===== src/hw/rtl/plm_pkg.sv =====
// Shared types and constants for the packet length marker writer.
// Used by the front, queue, back and top level modules.
`default_nettype none

package plm_pkg;

    localparam int unsigned MAX_CODE_BYTES = 5;
    localparam int unsigned GRP_W          = 3;
    localparam int unsigned HEADER_BYTES   = 5;
    localparam int unsigned QUEUE_DEPTH_DEF = 4;

    localparam logic [7:0] MARKER_HI = 8'hFF;
    localparam logic [7:0] MARKER_LO = 8'h58;
    localparam logic [7:0] CONT_BIT  = 8'h80;

    localparam logic [1:0] CMD_LEN    = 2'd0;
    localparam logic [1:0] CMD_FINISH = 2'd1;
    localparam logic [1:0] CMD_TILE   = 2'd2;

    localparam logic CFG_SEG_CAP = 1'b0;
    localparam logic CFG_BUF_CAP = 1'b1;

    // One unit of work for the back end: optional length patch, optional
    // segment header, then the code bytes, or a single error byte.
    typedef struct packed {
        logic             err_zero;
        logic             err_ovf;
        logic             patch;
        logic [31:0]      patch_off;
        logic [15:0]      patch_val;
        logic             hdr;
        logic [7:0]       seg_num;
        logic [31:0]      base;
        logic [GRP_W-1:0] groups;
        logic [31:0]      len;
    } t_job;

    typedef struct packed {
        logic valid;
        logic full;
    } t_q_stat;

    typedef enum logic [3:0] {
        PH_IDLE,
        PH_ERR,
        PH_PATCH_HI,
        PH_PATCH_LO,
        PH_MARK_HI,
        PH_MARK_LO,
        PH_LEN_HI,
        PH_LEN_LO,
        PH_INDEX,
        PH_CODE
    } t_phase;

endpackage

`default_nettype wire


===== src/hw/rtl/plm_front.sv =====
// Front end: accepts commands, tracks segment state and builds jobs.
// Depends on plm_pkg.
`default_nettype none

module plm_front (
    input  wire logic               i_clk,
    input  wire logic               i_rst_n,
    input  wire logic               i_cfg_we,
    input  wire logic               i_cfg_idx,
    input  wire logic [31:0]        i_cfg_data,
    input  wire logic               i_push,
    input  wire logic [1:0]         i_cmd,
    input  wire logic [31:0]        i_packet_len,
    input  wire plm_pkg::t_q_stat   i_q_stat,
    output      logic               o_q_wr,
    output      plm_pkg::t_job      o_q_job
);

    logic [15:0] r_seg_cap;
    logic [31:0] r_buf_cap;
    logic [31:0] r_total;
    logic [15:0] r_seg_bytes;
    logic [31:0] r_lfo;
    logic        r_open;
    logic [7:0]  r_seg_num;

    logic [31:0] n_total;
    logic [15:0] n_seg_bytes;
    logic [31:0] n_lfo;
    logic        n_open;
    logic [7:0]  n_seg_num;

    logic                      accept;
    logic [plm_pkg::GRP_W-1:0] groups;
    logic [15:0]               thr;
    logic                      new_seg;
    logic [3:0]                need;
    logic                      ovf;

    always_comb begin
        if (i_packet_len[31:28] != '0) begin
            groups = plm_pkg::GRP_W'(5);
        end else if (i_packet_len[27:21] != '0) begin
            groups = plm_pkg::GRP_W'(4);
        end else if (i_packet_len[20:14] != '0) begin
            groups = plm_pkg::GRP_W'(3);
        end else if (i_packet_len[13:7] != '0) begin
            groups = plm_pkg::GRP_W'(2);
        end else begin
            groups = plm_pkg::GRP_W'(1);
        end
    end

    assign accept  = i_push && !i_q_stat.full;
    assign thr     = (r_seg_cap > 16'(plm_pkg::HEADER_BYTES))
                   ? r_seg_cap - 16'(plm_pkg::HEADER_BYTES) : 16'd0;
    assign new_seg = !r_open || (r_seg_bytes >= thr);
    assign need    = 4'(groups) + (new_seg ? 4'(plm_pkg::HEADER_BYTES) : 4'd0);
    assign ovf     = ({1'b0, r_total} + 33'(need)) > {1'b0, r_buf_cap};

    always_comb begin
        n_total     = r_total;
        n_seg_bytes = r_seg_bytes;
        n_lfo       = r_lfo;
        n_open      = r_open;
        n_seg_num   = r_seg_num;
        o_q_wr      = 1'b0;

        o_q_job           = '0;
        o_q_job.patch_off = r_lfo;
        o_q_job.patch_val = r_seg_bytes - 16'd2;
        o_q_job.seg_num   = r_seg_num;
        o_q_job.base      = r_total;
        o_q_job.len       = i_packet_len;

        case (i_cmd)
            plm_pkg::CMD_FINISH: begin
                if (r_open) begin
                    o_q_wr        = accept;
                    o_q_job.patch = 1'b1;
                    n_open        = 1'b0;
                    n_seg_bytes   = '0;
                end
            end
            plm_pkg::CMD_TILE: begin
                n_total     = '0;
                n_seg_bytes = '0;
                n_lfo       = '0;
                n_open      = 1'b0;
                n_seg_num   = '0;
            end
            plm_pkg::CMD_LEN: begin
                o_q_wr = accept;
                if (i_packet_len == '0) begin
                    o_q_job.err_zero = 1'b1;
                end else if (ovf) begin
                    o_q_job.err_ovf = 1'b1;
                end else begin
                    o_q_job.patch  = new_seg && r_open;
                    o_q_job.hdr    = new_seg;
                    o_q_job.groups = groups;
                    n_total        = r_total + 32'(need);
                    if (new_seg) begin
                        n_lfo       = r_total + 32'd2;
                        n_seg_num   = r_seg_num + 8'd1;
                        n_seg_bytes = 16'(plm_pkg::HEADER_BYTES) + 16'(groups);
                        n_open      = 1'b1;
                    end else begin
                        n_seg_bytes = r_seg_bytes + 16'(groups);
                    end
                end
            end
            default: begin
            end
        endcase
    end

    always_ff @(posedge i_clk) begin
        if (!i_rst_n) begin
            r_seg_cap   <= 16'hFFFF;
            r_buf_cap   <= 32'hFFFF_FFFF;
            r_total     <= '0;
            r_seg_bytes <= '0;
            r_lfo       <= '0;
            r_open      <= 1'b0;
            r_seg_num   <= '0;
        end else begin
            if (i_cfg_we) begin
                if (i_cfg_idx == plm_pkg::CFG_SEG_CAP) begin
                    r_seg_cap <= i_cfg_data[15:0];
                end else begin
                    r_buf_cap <= i_cfg_data;
                end
            end
            if (accept) begin
                r_total     <= n_total;
                r_seg_bytes <= n_seg_bytes;
                r_lfo       <= n_lfo;
                r_open      <= n_open;
                r_seg_num   <= n_seg_num;
            end
        end
    end

endmodule

`default_nettype wire


===== src/hw/rtl/plm_queue.sv =====
// Short job queue between the front and back ends.
// Depends on plm_pkg.
`default_nettype none

module plm_queue #(
    parameter int unsigned DEPTH = plm_pkg::QUEUE_DEPTH_DEF
) (
    input  wire logic              i_clk,
    input  wire logic              i_rst_n,
    input  wire logic              i_wr,
    input  wire plm_pkg::t_job     i_job,
    input  wire logic              i_rd,
    output      plm_pkg::t_job     o_job,
    output      plm_pkg::t_q_stat  o_stat
);

    localparam int unsigned PTR_W = (DEPTH > 1) ? $clog2(DEPTH) : 1;
    localparam int unsigned CNT_W = $clog2(DEPTH + 1);

    plm_pkg::t_job    r_mem [DEPTH];
    logic [PTR_W-1:0] r_wr_ptr;
    logic [PTR_W-1:0] r_rd_ptr;
    logic [CNT_W-1:0] r_cnt;

    logic do_wr;
    logic do_rd;

    assign o_stat.valid = (r_cnt != '0);
    assign o_stat.full  = (r_cnt == CNT_W'(DEPTH));
    assign o_job        = r_mem[r_rd_ptr];
    assign do_wr        = i_wr && !o_stat.full;
    assign do_rd        = i_rd && o_stat.valid;

    always_ff @(posedge i_clk) begin
        if (do_wr) begin
            r_mem[r_wr_ptr] <= i_job;
        end
    end

    always_ff @(posedge i_clk) begin
        if (!i_rst_n) begin
            r_wr_ptr <= '0;
            r_rd_ptr <= '0;
            r_cnt    <= '0;
        end else begin
            if (do_wr) begin
                r_wr_ptr <= (r_wr_ptr == PTR_W'(DEPTH - 1)) ? '0 : r_wr_ptr + 1'b1;
            end
            if (do_rd) begin
                r_rd_ptr <= (r_rd_ptr == PTR_W'(DEPTH - 1)) ? '0 : r_rd_ptr + 1'b1;
            end
            if (do_wr && !do_rd) begin
                r_cnt <= r_cnt + 1'b1;
            end else if (do_rd && !do_wr) begin
                r_cnt <= r_cnt - 1'b1;
            end
        end
    end

endmodule

`default_nettype wire


===== src/hw/rtl/plm_back.sv =====
// Back end: expands one job into byte writes into the result register, one per cycle
// while each result is popped. Depends on plm_pkg.
`default_nettype none

module plm_back (
    input  wire logic              i_clk,
    input  wire logic              i_rst_n,
    input  wire plm_pkg::t_job     i_q_job,
    input  wire plm_pkg::t_q_stat  i_q_stat,
    output      logic              o_q_rd,
    input  wire logic              pop,
    output      logic              empty,
    output      logic [31:0]       o_byte_offset,
    output      logic [7:0]        o_byte_value,
    output      logic              o_last_of_run,
    output      logic              o_zero_length_error,
    output      logic              o_overflow_error
);

    plm_pkg::t_phase           r_phase, n_phase;
    plm_pkg::t_job             r_job;
    logic [plm_pkg::GRP_W-1:0] r_grp;
    logic [31:0]               r_off;

    logic        r_out_valid;
    logic [31:0] r_out_off;
    logic [7:0]  r_out_val;
    logic        r_out_last;
    logic        r_out_zerr;
    logic        r_out_oerr;

    logic        step;
    logic        load;
    logic        adv_off;
    logic [31:0] cur_off;
    logic [7:0]  cur_val;
    logic        cur_last;
    logic [7:0]  code_val;
    plm_pkg::t_phase first_phase;

    // Seven-bit group r_grp of the length (the top group holds four bits), most significant first.
    always_comb begin
        case (r_grp)
            3'd5:    code_val = plm_pkg::CONT_BIT | {4'd0, r_job.len[31:28]};
            3'd4:    code_val = plm_pkg::CONT_BIT | {1'b0, r_job.len[27:21]};
            3'd3:    code_val = plm_pkg::CONT_BIT | {1'b0, r_job.len[20:14]};
            3'd2:    code_val = plm_pkg::CONT_BIT | {1'b0, r_job.len[13:7]};
            default: code_val = {1'b0, r_job.len[6:0]};
        endcase
    end

    always_comb begin
        if (i_q_job.err_zero || i_q_job.err_ovf) begin
            first_phase = plm_pkg::PH_ERR;
        end else if (i_q_job.patch) begin
            first_phase = plm_pkg::PH_PATCH_HI;
        end else if (i_q_job.hdr) begin
            first_phase = plm_pkg::PH_MARK_HI;
        end else begin
            first_phase = plm_pkg::PH_CODE;
        end
    end

    assign step = (r_phase != plm_pkg::PH_IDLE) && (!r_out_valid || pop);

    always_comb begin
        cur_off  = r_off;
        cur_val  = '0;
        cur_last = 1'b0;
        adv_off  = 1'b0;
        n_phase  = r_phase;
        case (r_phase)
            plm_pkg::PH_ERR: begin
                cur_off  = r_job.base;
                cur_last = 1'b1;
                n_phase  = plm_pkg::PH_IDLE;
            end
            plm_pkg::PH_PATCH_HI: begin
                cur_off = r_job.patch_off;
                cur_val = r_job.patch_val[15:8];
                n_phase = plm_pkg::PH_PATCH_LO;
            end
            plm_pkg::PH_PATCH_LO: begin
                cur_off  = r_job.patch_off + 32'd1;
                cur_val  = r_job.patch_val[7:0];
                cur_last = !r_job.hdr && (r_job.groups == '0);
                if (r_job.hdr) begin
                    n_phase = plm_pkg::PH_MARK_HI;
                end else if (r_job.groups != '0) begin
                    n_phase = plm_pkg::PH_CODE;
                end else begin
                    n_phase = plm_pkg::PH_IDLE;
                end
            end
            plm_pkg::PH_MARK_HI: begin
                cur_val = plm_pkg::MARKER_HI;
                adv_off = 1'b1;
                n_phase = plm_pkg::PH_MARK_LO;
            end
            plm_pkg::PH_MARK_LO: begin
                cur_val = plm_pkg::MARKER_LO;
                adv_off = 1'b1;
                n_phase = plm_pkg::PH_LEN_HI;
            end
            plm_pkg::PH_LEN_HI: begin
                adv_off = 1'b1;
                n_phase = plm_pkg::PH_LEN_LO;
            end
            plm_pkg::PH_LEN_LO: begin
                adv_off = 1'b1;
                n_phase = plm_pkg::PH_INDEX;
            end
            plm_pkg::PH_INDEX: begin
                cur_val = r_job.seg_num;
                adv_off = 1'b1;
                n_phase = plm_pkg::PH_CODE;
            end
            plm_pkg::PH_CODE: begin
                cur_val  = code_val;
                cur_last = (r_grp == plm_pkg::GRP_W'(1));
                adv_off  = 1'b1;
                n_phase  = cur_last ? plm_pkg::PH_IDLE : plm_pkg::PH_CODE;
            end
            default: begin
                n_phase = plm_pkg::PH_IDLE;
            end
        endcase
    end

    assign load   = ((r_phase == plm_pkg::PH_IDLE) || (step && cur_last)) && i_q_stat.valid;
    assign o_q_rd = load;

    always_ff @(posedge i_clk) begin
        if (!i_rst_n) begin
            r_phase <= plm_pkg::PH_IDLE;
        end else if (load) begin
            r_phase <= first_phase;
        end else if (step) begin
            r_phase <= n_phase;
        end
    end

    always_ff @(posedge i_clk) begin
        if (load) begin
            r_job <= i_q_job;
            r_grp <= i_q_job.groups;
            r_off <= i_q_job.base;
        end else if (step) begin
            if (adv_off) begin
                r_off <= r_off + 32'd1;
            end
            if (r_phase == plm_pkg::PH_CODE) begin
                r_grp <= r_grp - 1'b1;
            end
        end
    end

    always_ff @(posedge i_clk) begin
        if (!i_rst_n) begin
            r_out_valid <= 1'b0;
        end else if (step) begin
            r_out_valid <= 1'b1;
        end else if (pop) begin
            r_out_valid <= 1'b0;
        end
    end

    always_ff @(posedge i_clk) begin
        if (step) begin
            r_out_off  <= cur_off;
            r_out_val  <= cur_val;
            r_out_last <= cur_last;
            r_out_zerr <= (r_phase == plm_pkg::PH_ERR) && r_job.err_zero;
            r_out_oerr <= (r_phase == plm_pkg::PH_ERR) && r_job.err_ovf;
        end
    end

    assign empty               = !r_out_valid;
    assign o_byte_offset       = r_out_off;
    assign o_byte_value        = r_out_val;
    assign o_last_of_run       = r_out_last;
    assign o_zero_length_error = r_out_zerr;
    assign o_overflow_error    = r_out_oerr;

endmodule

`default_nettype wire


===== src/hw/rtl/packet_length_marker_writer.sv =====
// The first byte of a transaction passes through the job queue, the back-end phase
// register and the result register. Throughput: one result byte per cycle from the
// back-end sequencer while results are popped; a length writes 1 to 12 bytes (patch 2,
// header 5, code 1-5). Commands that write nothing make no job. Synchronous active-low
// reset clears all segment state and the queue; the registers return to their maxima.
`default_nettype none

module packet_length_marker_writer #(
    parameter int unsigned QUEUE_DEPTH = plm_pkg::QUEUE_DEPTH_DEF
) (
    input  wire logic        i_clk,
    input  wire logic        i_rst_n,
    // Configuration: index 0 is the segment capacity, index 1 the buffer capacity.
    input  wire logic        i_cfg_we,
    input  wire logic        i_cfg_idx,
    input  wire logic [31:0] i_cfg_data,
    // Input transactions.
    input  wire logic        push,
    output      logic        full,
    input  wire logic [1:0]  i_cmd,
    input  wire logic [31:0] i_packet_len,
    // Result transactions.
    output      logic        empty,
    input  wire logic        pop,
    output      logic [31:0] o_byte_offset,
    output      logic [7:0]  o_byte_value,
    output      logic        o_last_of_run,
    output      logic        o_zero_length_error,
    output      logic        o_overflow_error
);

    // The front end owns all segment bookkeeping and decides, at the moment a
    // transaction is taken, which bytes it will produce. It hands that decision to
    // the back end as a job: an optional patch of the previous segment's length
    // field, an optional new segment header and the length code bytes.
    plm_pkg::t_job    q_in_job;
    plm_pkg::t_job    q_out_job;
    plm_pkg::t_q_stat q_stat;
    logic             q_wr;
    logic             q_rd;

    // Input is refused only while the job queue is full.
    assign full = q_stat.full;

    plm_front u_front (
        .i_clk        (i_clk),
        .i_rst_n      (i_rst_n),
        .i_cfg_we     (i_cfg_we),
        .i_cfg_idx    (i_cfg_idx),
        .i_cfg_data   (i_cfg_data),
        .i_push       (push),
        .i_cmd        (i_cmd),
        .i_packet_len (i_packet_len),
        .i_q_stat     (q_stat),
        .o_q_wr       (q_wr),
        .o_q_job      (q_in_job)
    );

    // The queue lets the front keep taking transactions while the back end is
    // still spelling out the bytes of earlier ones.
    plm_queue #(
        .DEPTH (QUEUE_DEPTH)
    ) u_queue (
        .i_clk   (i_clk),
        .i_rst_n (i_rst_n),
        .i_wr    (q_wr),
        .i_job   (q_in_job),
        .i_rd    (q_rd),
        .o_job   (q_out_job),
        .o_stat  (q_stat)
    );

    // The back end emits one byte per cycle into a result register while results are
    // popped; it picks up the next job as the current job's last byte leaves.
    plm_back u_back (
        .i_clk               (i_clk),
        .i_rst_n             (i_rst_n),
        .i_q_job             (q_out_job),
        .i_q_stat            (q_stat),
        .o_q_rd              (q_rd),
        .pop                 (pop),
        .empty               (empty),
        .o_byte_offset       (o_byte_offset),
        .o_byte_value        (o_byte_value),
        .o_last_of_run       (o_last_of_run),
        .o_zero_length_error (o_zero_length_error),
        .o_overflow_error    (o_overflow_error)
    );

endmodule

`default_nettype wire


===== config.mk =====
export PLATFORM = sky130hd
export DESIGN_NAME = packet_length_marker_writer
export DESIGN_NICKNAME = d
export VERILOG_FILES = /design/src/hw/rtl/plm_pkg.sv /design/src/hw/rtl/plm_front.sv /design/src/hw/rtl/plm_queue.sv /design/src/hw/rtl/plm_back.sv /design/src/hw/rtl/packet_length_marker_writer.sv
export SDC_FILE = /design/constraint.sdc
export NUM_CORES = 1
export LEC_CHECK = 0
export BUFFER_PORTS_ARGS = -buffer_cell sky130_fd_sc_hd__buf_2
export CAP_MARGIN = 30
export CORE_MARGIN = 3
export CORE_UTILIZATION = 50
export DETAILED_ROUTE_END_ITERATION = 10
export PLACE_DENSITY = 0.69
export SETUP_SLACK_MARGIN = 0.05
export SLEW_MARGIN = 40
export SYNTH_ARGS = -nofsm -noshare
export SYNTH_HDL_FRONTEND = slang
export SYNTH_SLANG_ARGS = --single-unit

===== constraint.sdc =====
create_clock -name i_clk -period 8.1 [get_ports i_clk]
set_input_delay 1.215 -clock i_clk [delete_from_list [all_inputs] [get_ports i_clk]]
set_output_delay 1.215 -clock i_clk [all_outputs]
set_load 0.01 [all_outputs]

# Yosys cells after proc, flatten, opt, wreduce, memory -nomap -nowiden
# Memories as Yosys holds them, arrays and structs flattened. A register that Yosys moved wholly into a read port is not among the register bits.
# Cells that the tools add are included.
# word_totals
register_bits,353
ramBits,508
in_bits,72
word_cells,194
memories,1
# op_classes
n_addsub,16
order_cmp,3
eq_ne,23
n_mux,71
bitwise_logic,1
reduce_logical,51
# mem_list
name,depth,word_bits,rd,rd_clocked_by_memory_dff,write_ports,line,text
u_queue.r_mem,4,127,1,1,1,plm_queue.sv:20,plm_pkg::t_job r_mem [DEPTH];
# op_table
operator,count
$mux 32,8
$pmux 32 s2,2
$pmux 32 s3,1
$mux 16,5
$add 32x1->32 const B,2
$pmux 16 s3,1
$pmux 8 s6,1
$mux 3,12
$add 32x4->33,1
$gt 33x32->1,1
$add 32x2->32 const B,1
$add 32x4->32,1
$logic_not 32->1,1
$mux 4,8
$pmux 4 s8,1
$pmux 8 s4,1
$mux 8,3
$reduce_bool 7->1,3
$add 16x3->16,1
$eq 4x3->1 const B,4
$ge 16x16->1,1
$gt 16x3->1 const B,1
$mux 1,16
$pmux 8 s2,1
36 further kinds,88

# Logic depth before layout (Yosys ltp)
# Gate-level depths: netlist of run 1.
# depth
depth_word,11
ltp_mapped,39
mapped_depth_nobuf,35

# Hierarchy
# Synthesis of run 1 repeated with hierarchy kept, for this count alone.
# hier_totals
hier_cells,2627
area_unflattened_um2,37544.8
# by_module_without_submodules
module,n_inst,cells_per_inst,area_per_inst_um2
plm_queue,1,714,18758.0
plm_back,1,787,9923.3
plm_front,1,1126,8863.5

# Least setup slack after synthesis of run 1
# No wires, ideal clock.
# synth_timing
path_kind,register -> register
startpoint,register u_front.r_seg_cap[4]
endpoint,register u_front.r_seg_num[7]
setup_time_ps,122
arrival_ps,7868
required_time_ps,7978
slack_ps,110
stages_incl_launch_ff,36
path_buffers,3
synth_period_minus_slack_ps,7990
path_cell_list,dfxtp_1 > or4_1 > nor3_1 > nand2b_1 > nor4_1 > xor2_1 > nand2_1 > ha_1 > a21oi_1 > o21ai_0 > inv_1 > and3_1 > or2_2 > inv_1 > clkbuf_1 > ha_1 > xor2_1 > ha_1 > a21o_1 > a21oi_1 > or3_1 > clkbuf_1 > or3_1 > nor2_1 > xnor2_1 > inv_1 > ha_1 > nand3_1 > nor4_1 > nand3_1 > a21boi_0 > a31oi_2 > a21oi_4 > or2_1 > buf_2 > a311o_1
# synth_via
elab_chain_cells,10
word_cells_on_any_way,12
# synth_rtl
item,line,text
start: declaration,plm_front.sv:19,logic [15:0] r_seg_cap;
start signal: assignment,plm_front.sv:130,r_seg_cap <= i_cfg_data[15:0];
$sub 16x3->16 or $gt 16x3->1 (tied branches),"plm_front.sv:56, plm_front.sv:55",
$mux 16 *,plm_front.sv:56,? r_seg_cap - 16'(plm_pkg::HEADER_BYTES) : 16'd0;
$ge 16x16->1 *,plm_front.sv:57,assign new_seg = !r_open || (r_seg_bytes >= thr);
$logic_or 1x1->1 *,plm_front.sv:57,
$mux 3,plm_front.sv:58,assign need = 4'(groups) + (new_seg ? 4'(plm_pkg::HEADER_BYTES) : 4'd0);
$add 3x4->4,plm_front.sv:58,
$add 32x4->33,plm_front.sv:59,"assign ovf = ({1'b0, r_total} + 33'(need)) > {1'b0, r_buf_cap};"
$gt 33x32->1,plm_front.sv:59,
$ne 2x2->1 (no source line),--,
$reduce_and 5->1 (no source line) *,--,
end signal: assignment,plm_front.sv:140,r_seg_num <= n_seg_num;
end: declaration,plm_front.sv:25,logic [7:0] r_seg_num;
# Every way passes the cells marked *; elsewhere a longest branch is shown, timed or not.
# A chain may end at the register's enable or synchronous reset.

# Worst setup path after layout of run 1
# layout_timing
startpoint,register u_front.r_seg_cap[4]
endpoint,register u_front.r_lfo[15]
# layout_via
elab_chain_cells,10
word_cells_on_any_way,12
# layout_rtl
item,line,text
$sub 16x3->16 or $gt 16x3->1 (tied branches),"plm_front.sv:56, plm_front.sv:55",
$mux 16 *,plm_front.sv:56,
$ge 16x16->1 *,plm_front.sv:57,
$logic_or 1x1->1 *,plm_front.sv:57,
$mux 3,plm_front.sv:58,
$add 3x4->4,plm_front.sv:58,
$add 32x4->33,plm_front.sv:59,
$gt 33x32->1,plm_front.sv:59,
$ne 2x2->1 (no source line),--,
$reduce_and 5->1 (no source line) *,--,
end signal: assignment,plm_front.sv:138,r_lfo <= n_lfo;
end: declaration,plm_front.sv:23,logic [31:0] r_lfo;
# Marks and branches as above.

==> flow_metrics.tcl, run 1 <==
set metrics [dict create \
    worstMarginPinSlew_ns 0.904 \
    yosysSeqAreaShare_pct 65.9 \
    core_mm2 0.0732 \
    grt_overflow 0 \
    p_leak_uw 0.0147 \
    cts_root_buffer "clkbuf_16" \
    min_from "u_front.r_buf_cap[0]" \
    endpoint_kind "flop" \
    track_usage_pct 21.7 \
    min_period_ns 7.67 \
    cpLargestDelayFamily "simple AND/OR/NAND/NOR gates" \
    grt_max_degree 83 \
    dp_hpwl_mm 55.7 \
    post-place-ws_ns 0.0348 \
    start_util_pct 50.6 \
    grt_pass1_wl_mm 131 \
    wl_per_cell_um 22.5 \
    timing.reg2reg.setup_slack_ns 0.43 \
    portBuffers 116 \
    layout_commonest_cell "edfxtp_1" \
    antenna_found_initial 2 \
    path_class "flop to flop" \
    syn_area_mm2 0.0370 \
    stdcell_area_mm2 0.0421 \
    numCtsBuffers 87 \
    cts_tree "built" \
    cp.arrival_ns 8.24 \
    setup_slack_ns 0.430 \
    antenna_cells 0 \
    drv_slew 0 \
    vias_per_cell 5.99 \
    critPathMaxStageDelay_ns 0.58 \
    power.density_mw_per_mm2 310 \
    finalNetCount 2895 \
    startpoint_type "flop" \
    gp_congestion 0.863 \
    cts_buffer_depth 3 \
    drc_errors 0 \
    layout_common_cells "edfxtp_1, nand2_1, dfxtp_1" \
    maxCapViolations 0 \
    area_delta_synth_final_pct 13.6 \
    ys_ff_latch 863 \
    period_share_pct 94.7 \
    hold_path_class "flop to flop" \
    htree_levels 3 \
    rows 99 \
    rr_startpoint "u_front.r_seg_cap[4]" \
    die_w_um 278 \
    dr.pass1.iters 8 \
    synth_edf_count 712 \
    outcome "completed" \
    postPlaceCellArea_mm2 0.0387 \
    synth.largest_area_cell "edfxtp_1" \
    async_flop_share_pct 0 \
    hold_buffers 0 \
    rr_worst_depth 37 \
    syn-mean-instance-area_um2 14.1 \
    ys_top_cells_by_area "edfxtp_1, dfxtp_1, mux4_2, nand2_1, ha_1" \
    top_level_ports 117 \
    die_area_mm2 0.0774 \
    cp_common_cell "ha_1" \
    insertion_delay_ns 0.65 \
    skew_ns 0.0444 \
    synth.top_cell.area_share_pct 57.7 \
    synth_ff_type "edfxtp_1" \
    finalHoldViolations 0 \
    min_delay_path_depth 2 \
    via_count 22600 \
    num-fill-cells 5588 \
    grt_pass1_vias 22200 \
    syn-num-nets 2785 \
    setup_viol 0 \
    cp_max_fo 26 \
    cts.sinks 863 \
    drt_iter0_drc 2395 \
    netlist_instances 2633 \
    drive_above_1_share_pct 17.8 \
    slew_headroom_pct 39.5 \
    required_ns 8.67 \
    cpMaxStageDelayCell "or4_4" \
    postRouteAntennaNets 0 \
    hold_ws_ns 0.506 \
    cp.buffers_inverters 7 \
    timing.fmax_mhz 130 \
    yosysUniqueCellTypes 71 \
    r2r-end "u_front.r_lfo[15]" \
    die_y_um 278 \
    clk_pin_slew_worst_paths_ns 0.06 \
    vdd_drop_max_mv 0.225 \
    synth_warnings 0 \
    whs_endpoint "u_front.r_buf_cap[0]" \
    wirelength_mm 84.9 \
]
## worst max-delay path by stage
stage | startpoint | to | slack, ns | cells past startpoint
after global placement | u_front.r_seg_cap[4] | u_front.r_seg_bytes[14] | 0.11 | 34
after CTS | u_front.r_seg_cap[4] | u_front.r_lfo[21] | 0.07 | 37
final | u_front.r_seg_cap[4] | u_front.r_lfo[15] | 0.43 | 37
after detailed placement | u_front.r_seg_cap[4] | u_front.r_lfo[29] | 0.03 | 34
after floorplan | u_front.r_seg_cap[4] | u_front.r_seg_num[7] | 0.11 | 35
after global routing | u_front.r_seg_cap[4] | u_front.r_lfo[24] | -0.006 | 37
## synthesized netlist by cell type, types with 8 or more instances
cell,number
dfxtp_1,151
nand4_1,30
and2_1,13
buf_1,24
mux4_2,127
and3_1,35
a31oi_1,14
nor3_1,52
o211ai_1,65
nor2b_1,13
a221oi_1,13
and4_1,9
nand2b_1,16
or3_1,14
xnor2_1,53
o22a_1,28
nor4_1,18
ha_1,77
nand2_1,280
nor2_1,144
o21a_1,8
buf_2,9
a211oi_1,13
clkbuf_1,114
xor2_1,66
edfxtp_1,712
inv_1,77
o21ai_0,87
a21oi_1,105
o22ai_1,21
nand3_1,84
mux2i_1,41
or4_1,10
a311oi_1,9
## routing by layer
metal / wire, um / track usage [%] / vias up
met4: 1490 / 5.40 / 4
met3: 5900 / 3.16 / 107
li1: - / - / 10300
met1: 38300 / 32.5 / 11300
met2: 39300 / 33.8 / 908
met5: 20 / 0 / -
## registers in the layout (all words and copies together) (netlist names), 2 cells and up, named ones only
name and count:
u_queue.r_cnt 3, u_front.r_seg_cap 16, u_back.r_grp 3, u_back.r_off 32
u_front.r_total 32, u_back.o_byte_offset 32, u_back.o_byte_value 8, u_queue.r_wr_ptr 2
u_front.r_lfo 32, u_front.r_seg_bytes 16, u_back.r_job 126, u_front.r_seg_num 8
u_queue.r_mem 508, u_queue.r_rd_ptr 2, u_back.r_phase 4, u_front.r_buf_cap 32
## tightest hold or removal path, stage by stage (launching register included)
cell and delay (ns):
dfxtp_1 0.31, inv_1 0.05, o211ai_1 0.08
## logic make-up (layout without fill, tap and decap cells)
logic type                 count (synthesis)  count (layout)  share of synthesized area (%)
buffers and inverters                    229             414                           2.45
xor gates and xnor gates                 119             119                           2.81
DFF                                      863             863                           65.9
and+or+nand+nor                          739             739                           9.41
AOI/OAI and AO/OA                        430             430                           7.67
muxes                                    173             173                           8.98
adders and majority gates                 80              80                           2.76
## layout make-up
class / instances / area (um^2) / share of cell area [%]
Multi-Input combinational cell: 1541 / 11900 / 28.2
Timing Repair Buffer: 173 / 1140 / 2.70
Clock buffer: 115 / 2470 / 5.86
Inverter: 77 / 294 / 0.699
Tap cell: 959 / 1200 / 2.85
Clock inverter: 49 / 684 / 1.63
Sequential cell: 863 / 24400 / 58.0
## what timing repair did
| action | 4_1_cts | 5_1_grt |
|---|---|---|
| resized for setup | 0 | 31 |
| setup buffers | 1 | 1 |
| setup endpoints to repair | 36 | 112 |
| pin swaps | 0 | 6 |
| cloned | 0 | 2 |
## per-stage QoR
| step | util [%] | std cells | power, uW | setup TNS (ns) |
|---|---|---|---|---|
| 4_1_cts | 57.2 | 3774 | 13100 | 0 |
| 2_1_floorplan | - | 2633 | 7920 | 0 |
| 5_1_grt | 57.5 | 3777 | 13600 | -0.00987 |
| 3_3_place_gp | 52.8 | 3605 | 8700 | 0 |
| 3_5_place_dp | 52.9 | 3609 | 8790 | 0 |
| 6_report | 57.5 | 3777 | 13000 | 0 |
## power by group
group	switching (uW)	total, uW	internal (uW)
Combinational	1560	2530	967
Sequential	444	6210	5760
Clock	1720	4300	2580
Total	3730	13000	9310
(Power assumes the default switching activity.)
==> inputs of run 2 (changes only) <==
REMOVE_ABC_BUFFERS = 1   (was default)
==> flow_metrics.tcl, run 2 (synthesized netlist as in run 1, its figures left out) <==
set metrics [dict create \
    setup_viol 0 \
    setup_slack_ns 0.472 \
    vdd_drop_max_mv 0.221 \
    cp_common_cell "ha_1" \
    via_count 22700 \
    hold_path_class "flop to flop" \
    rr_worst_depth 35 \
    area_delta_synth_final_pct 13.4 \
    cpLargestDelayFamily "simple AND/OR/NAND/NOR gates" \
    grt_overflow 0 \
    endpoint_kind "flop" \
    dpl.cell_count 3605 \
    p_leak_uw 0.0147 \
    slew_headroom_pct 46.9 \
    portBuffers 116 \
    drive_above_1_share_pct 17.9 \
    drt_iter0_drc 2266 \
    postPlaceCellArea_mm2 0.0387 \
    antenna_found_initial 4 \
    outcome "completed" \
    post-place-ws_ns -0.0181 \
    largest_reg_flops 508 \
    gp_congestion 0.850 \
    path_class "flop to flop" \
    finalHoldViolations 0 \
    finalPower_uw 12900 \
    cts_tree "built" \
    cp_num_cells 35 \
    numCtsBuffers 88 \
    maxCapViolations 0 \
    grt_pass1_vias 22500 \
    layout_commonest_cell "edfxtp_1" \
    timing.fmax_mhz 131 \
    wirelength_mm 86.3 \
    reg_top3 "u_queue.r_mem x508, u_back.r_job x126" \
    fin_cells 3783 \
    min_period_ns 7.63 \
    p_int_uw 9120 \
    power.switching_uw 3770 \
    grt_max_degree 88 \
    min_delay_path_depth 2 \
    p_comb_share_pct 20.2 \
    critPathMaxStageDelay_ns 0.57 \
    clockPowerShare_pct 31.8 \
    timing.reg2reg.setup_slack_ns 0.47 \
    power.density_mw_per_mm2 307 \
    rsz0062_at_grt "no" \
    cpMaxStageDelayCell "or4_4" \
    die_w_um 278 \
    cts.sinks 863 \
    cp.buffers_inverters 7 \
    insertion_delay_ns 0.65 \
    drc_errors 0 \
    drv_slew 0 \
    stdcell_area_mm2 0.0420 \
    start_util_pct 50.6 \
    seqPwrFrac_pct 48.0 \
    period_share_pct 94.2 \
    startpoint_type "flop" \
    die_area_mm2 0.0774 \
    die_y_um 278 \
    htree_levels 3 \
    required_ns 8.67 \
    rows 99 \
    layout_common_cells "edfxtp_1, nand2_1, dfxtp_1" \
    wl_per_cell_um 22.8 \
    dr.pass1.iters 6 \
    top_level_ports 117 \
    clk_pin_slew_worst_paths_ns 0.06 \
    track_usage_pct 22.2 \
    worstMarginPinSlew_ns 0.795 \
    cp.arrival_ns 8.19 \
    vias_per_cell 6.00 \
    cp_max_fo 17 \
    cts_root_buffer "clkbuf_16" \
    cts_buffer_depth 3 \
    grt_pass1_wl_mm 134 \
    finalNetCount 2900 \
    dp_hpwl_mm 56.9 \
    switching_share_pct 29.3 \
    regMostFlops "u_queue.r_mem" \
    core_mm2 0.0732 \
    skew_ns 0.0303 \
    postRouteAntennaNets 0 \
]
[run 2: changes by cell type in the layout (fill, tap and decap cells not counted), sizes merged]
cell | previous run | this run
clkinvlp | 4 | 2
clkinv | 28 | 32
diode | 0 | 3
bufinv | 13 | 9
inv | 81 | 83
clkbuf | 116 | 115
buf | 172 | 176
[run 2: worst paths after layout]
kind | to | startpoint
max | u_front.r_lfo[2] | u_front.r_seg_cap[4]
min | u_front.r_buf_cap[0] | u_front.r_buf_cap[0]
max reg2reg | u_front.r_lfo[2] | u_front.r_seg_cap[4]
min reg2reg | u_front.r_buf_cap[0] | u_front.r_buf_cap[0]
[run 2: power by group through the flow]
| stage | combinational (uW) | clock [uW] | sequential (uW) |
|---|---|---|---|
| 2_1_floorplan | 1630 | 0 | 6360 |
| 3_3_place_gp | 2480 | 0 | 6280 |
| 3_5_place_dp | 2580 | 0 | 6270 |
| 4_1_cts | 2590 | 4160 | 6190 |
| 5_1_grt | 2850 | 4350 | 6260 |
| 6_report | 2600 | 4100 | 6190 |
[run 2: area by class of cell]
cell class / instances / area [um^2]
clock inverters: 49 / 567
well taps: 959 / 1200
clock buffers: 114 / 2380
repair buffers: 177 / 1200
diodes: 3 / 7.51
inverters: 77 / 297
multi-input cells: 1541 / 11900
flip-flops and latches: 863 / 24400
fillers: 5604 / 31200
[run 2: worst reg2reg max path: cells and delay by family, from the launching register on]
family / cells / cell delay [ns]
flops: 1 / 0.36
mux: 1 / 0.23
compound gates: 7 / 1.19
xor+xnor: 2 / 0.50
buf+inv: 7 / 0.96
fa+ha+maj: 5 / 1.51
simple gates: 13 / 2.79
[run 2: through the flow]
stage               hold WS, ns  utilization (%)  TNS, ns
floorplan                 0.460                -  -538.16
global placement          0.475             52.7        0
detailed placement        0.488             52.9  -0.0776
CTS                       0.497             57.0        0
global route              0.522             57.4        0
finish                    0.497             57.4        0
[run 2: per-layer routing]
metal	global-route usage, %	vias to the layer above	share of wire, %	wire length (um)
met2	34.8	825	47	40600
li1	-	10300	-	-
met4	6.71	0	2.2	1860
met3	3.08	123	6.4	5560
met1	32.6	11400	44	38300
met5	0	-	0	0
[run 2: timing repair]
action | 4_1_cts | 5_1_grt
gates cloned | 0 | 3
hold buffers | 0 | 0
endpoints found under the setup margin | 51 | 112
pin swaps | 0 | 9
gates resized for setup | 3 | 34
buffers inserted | 0 | 8
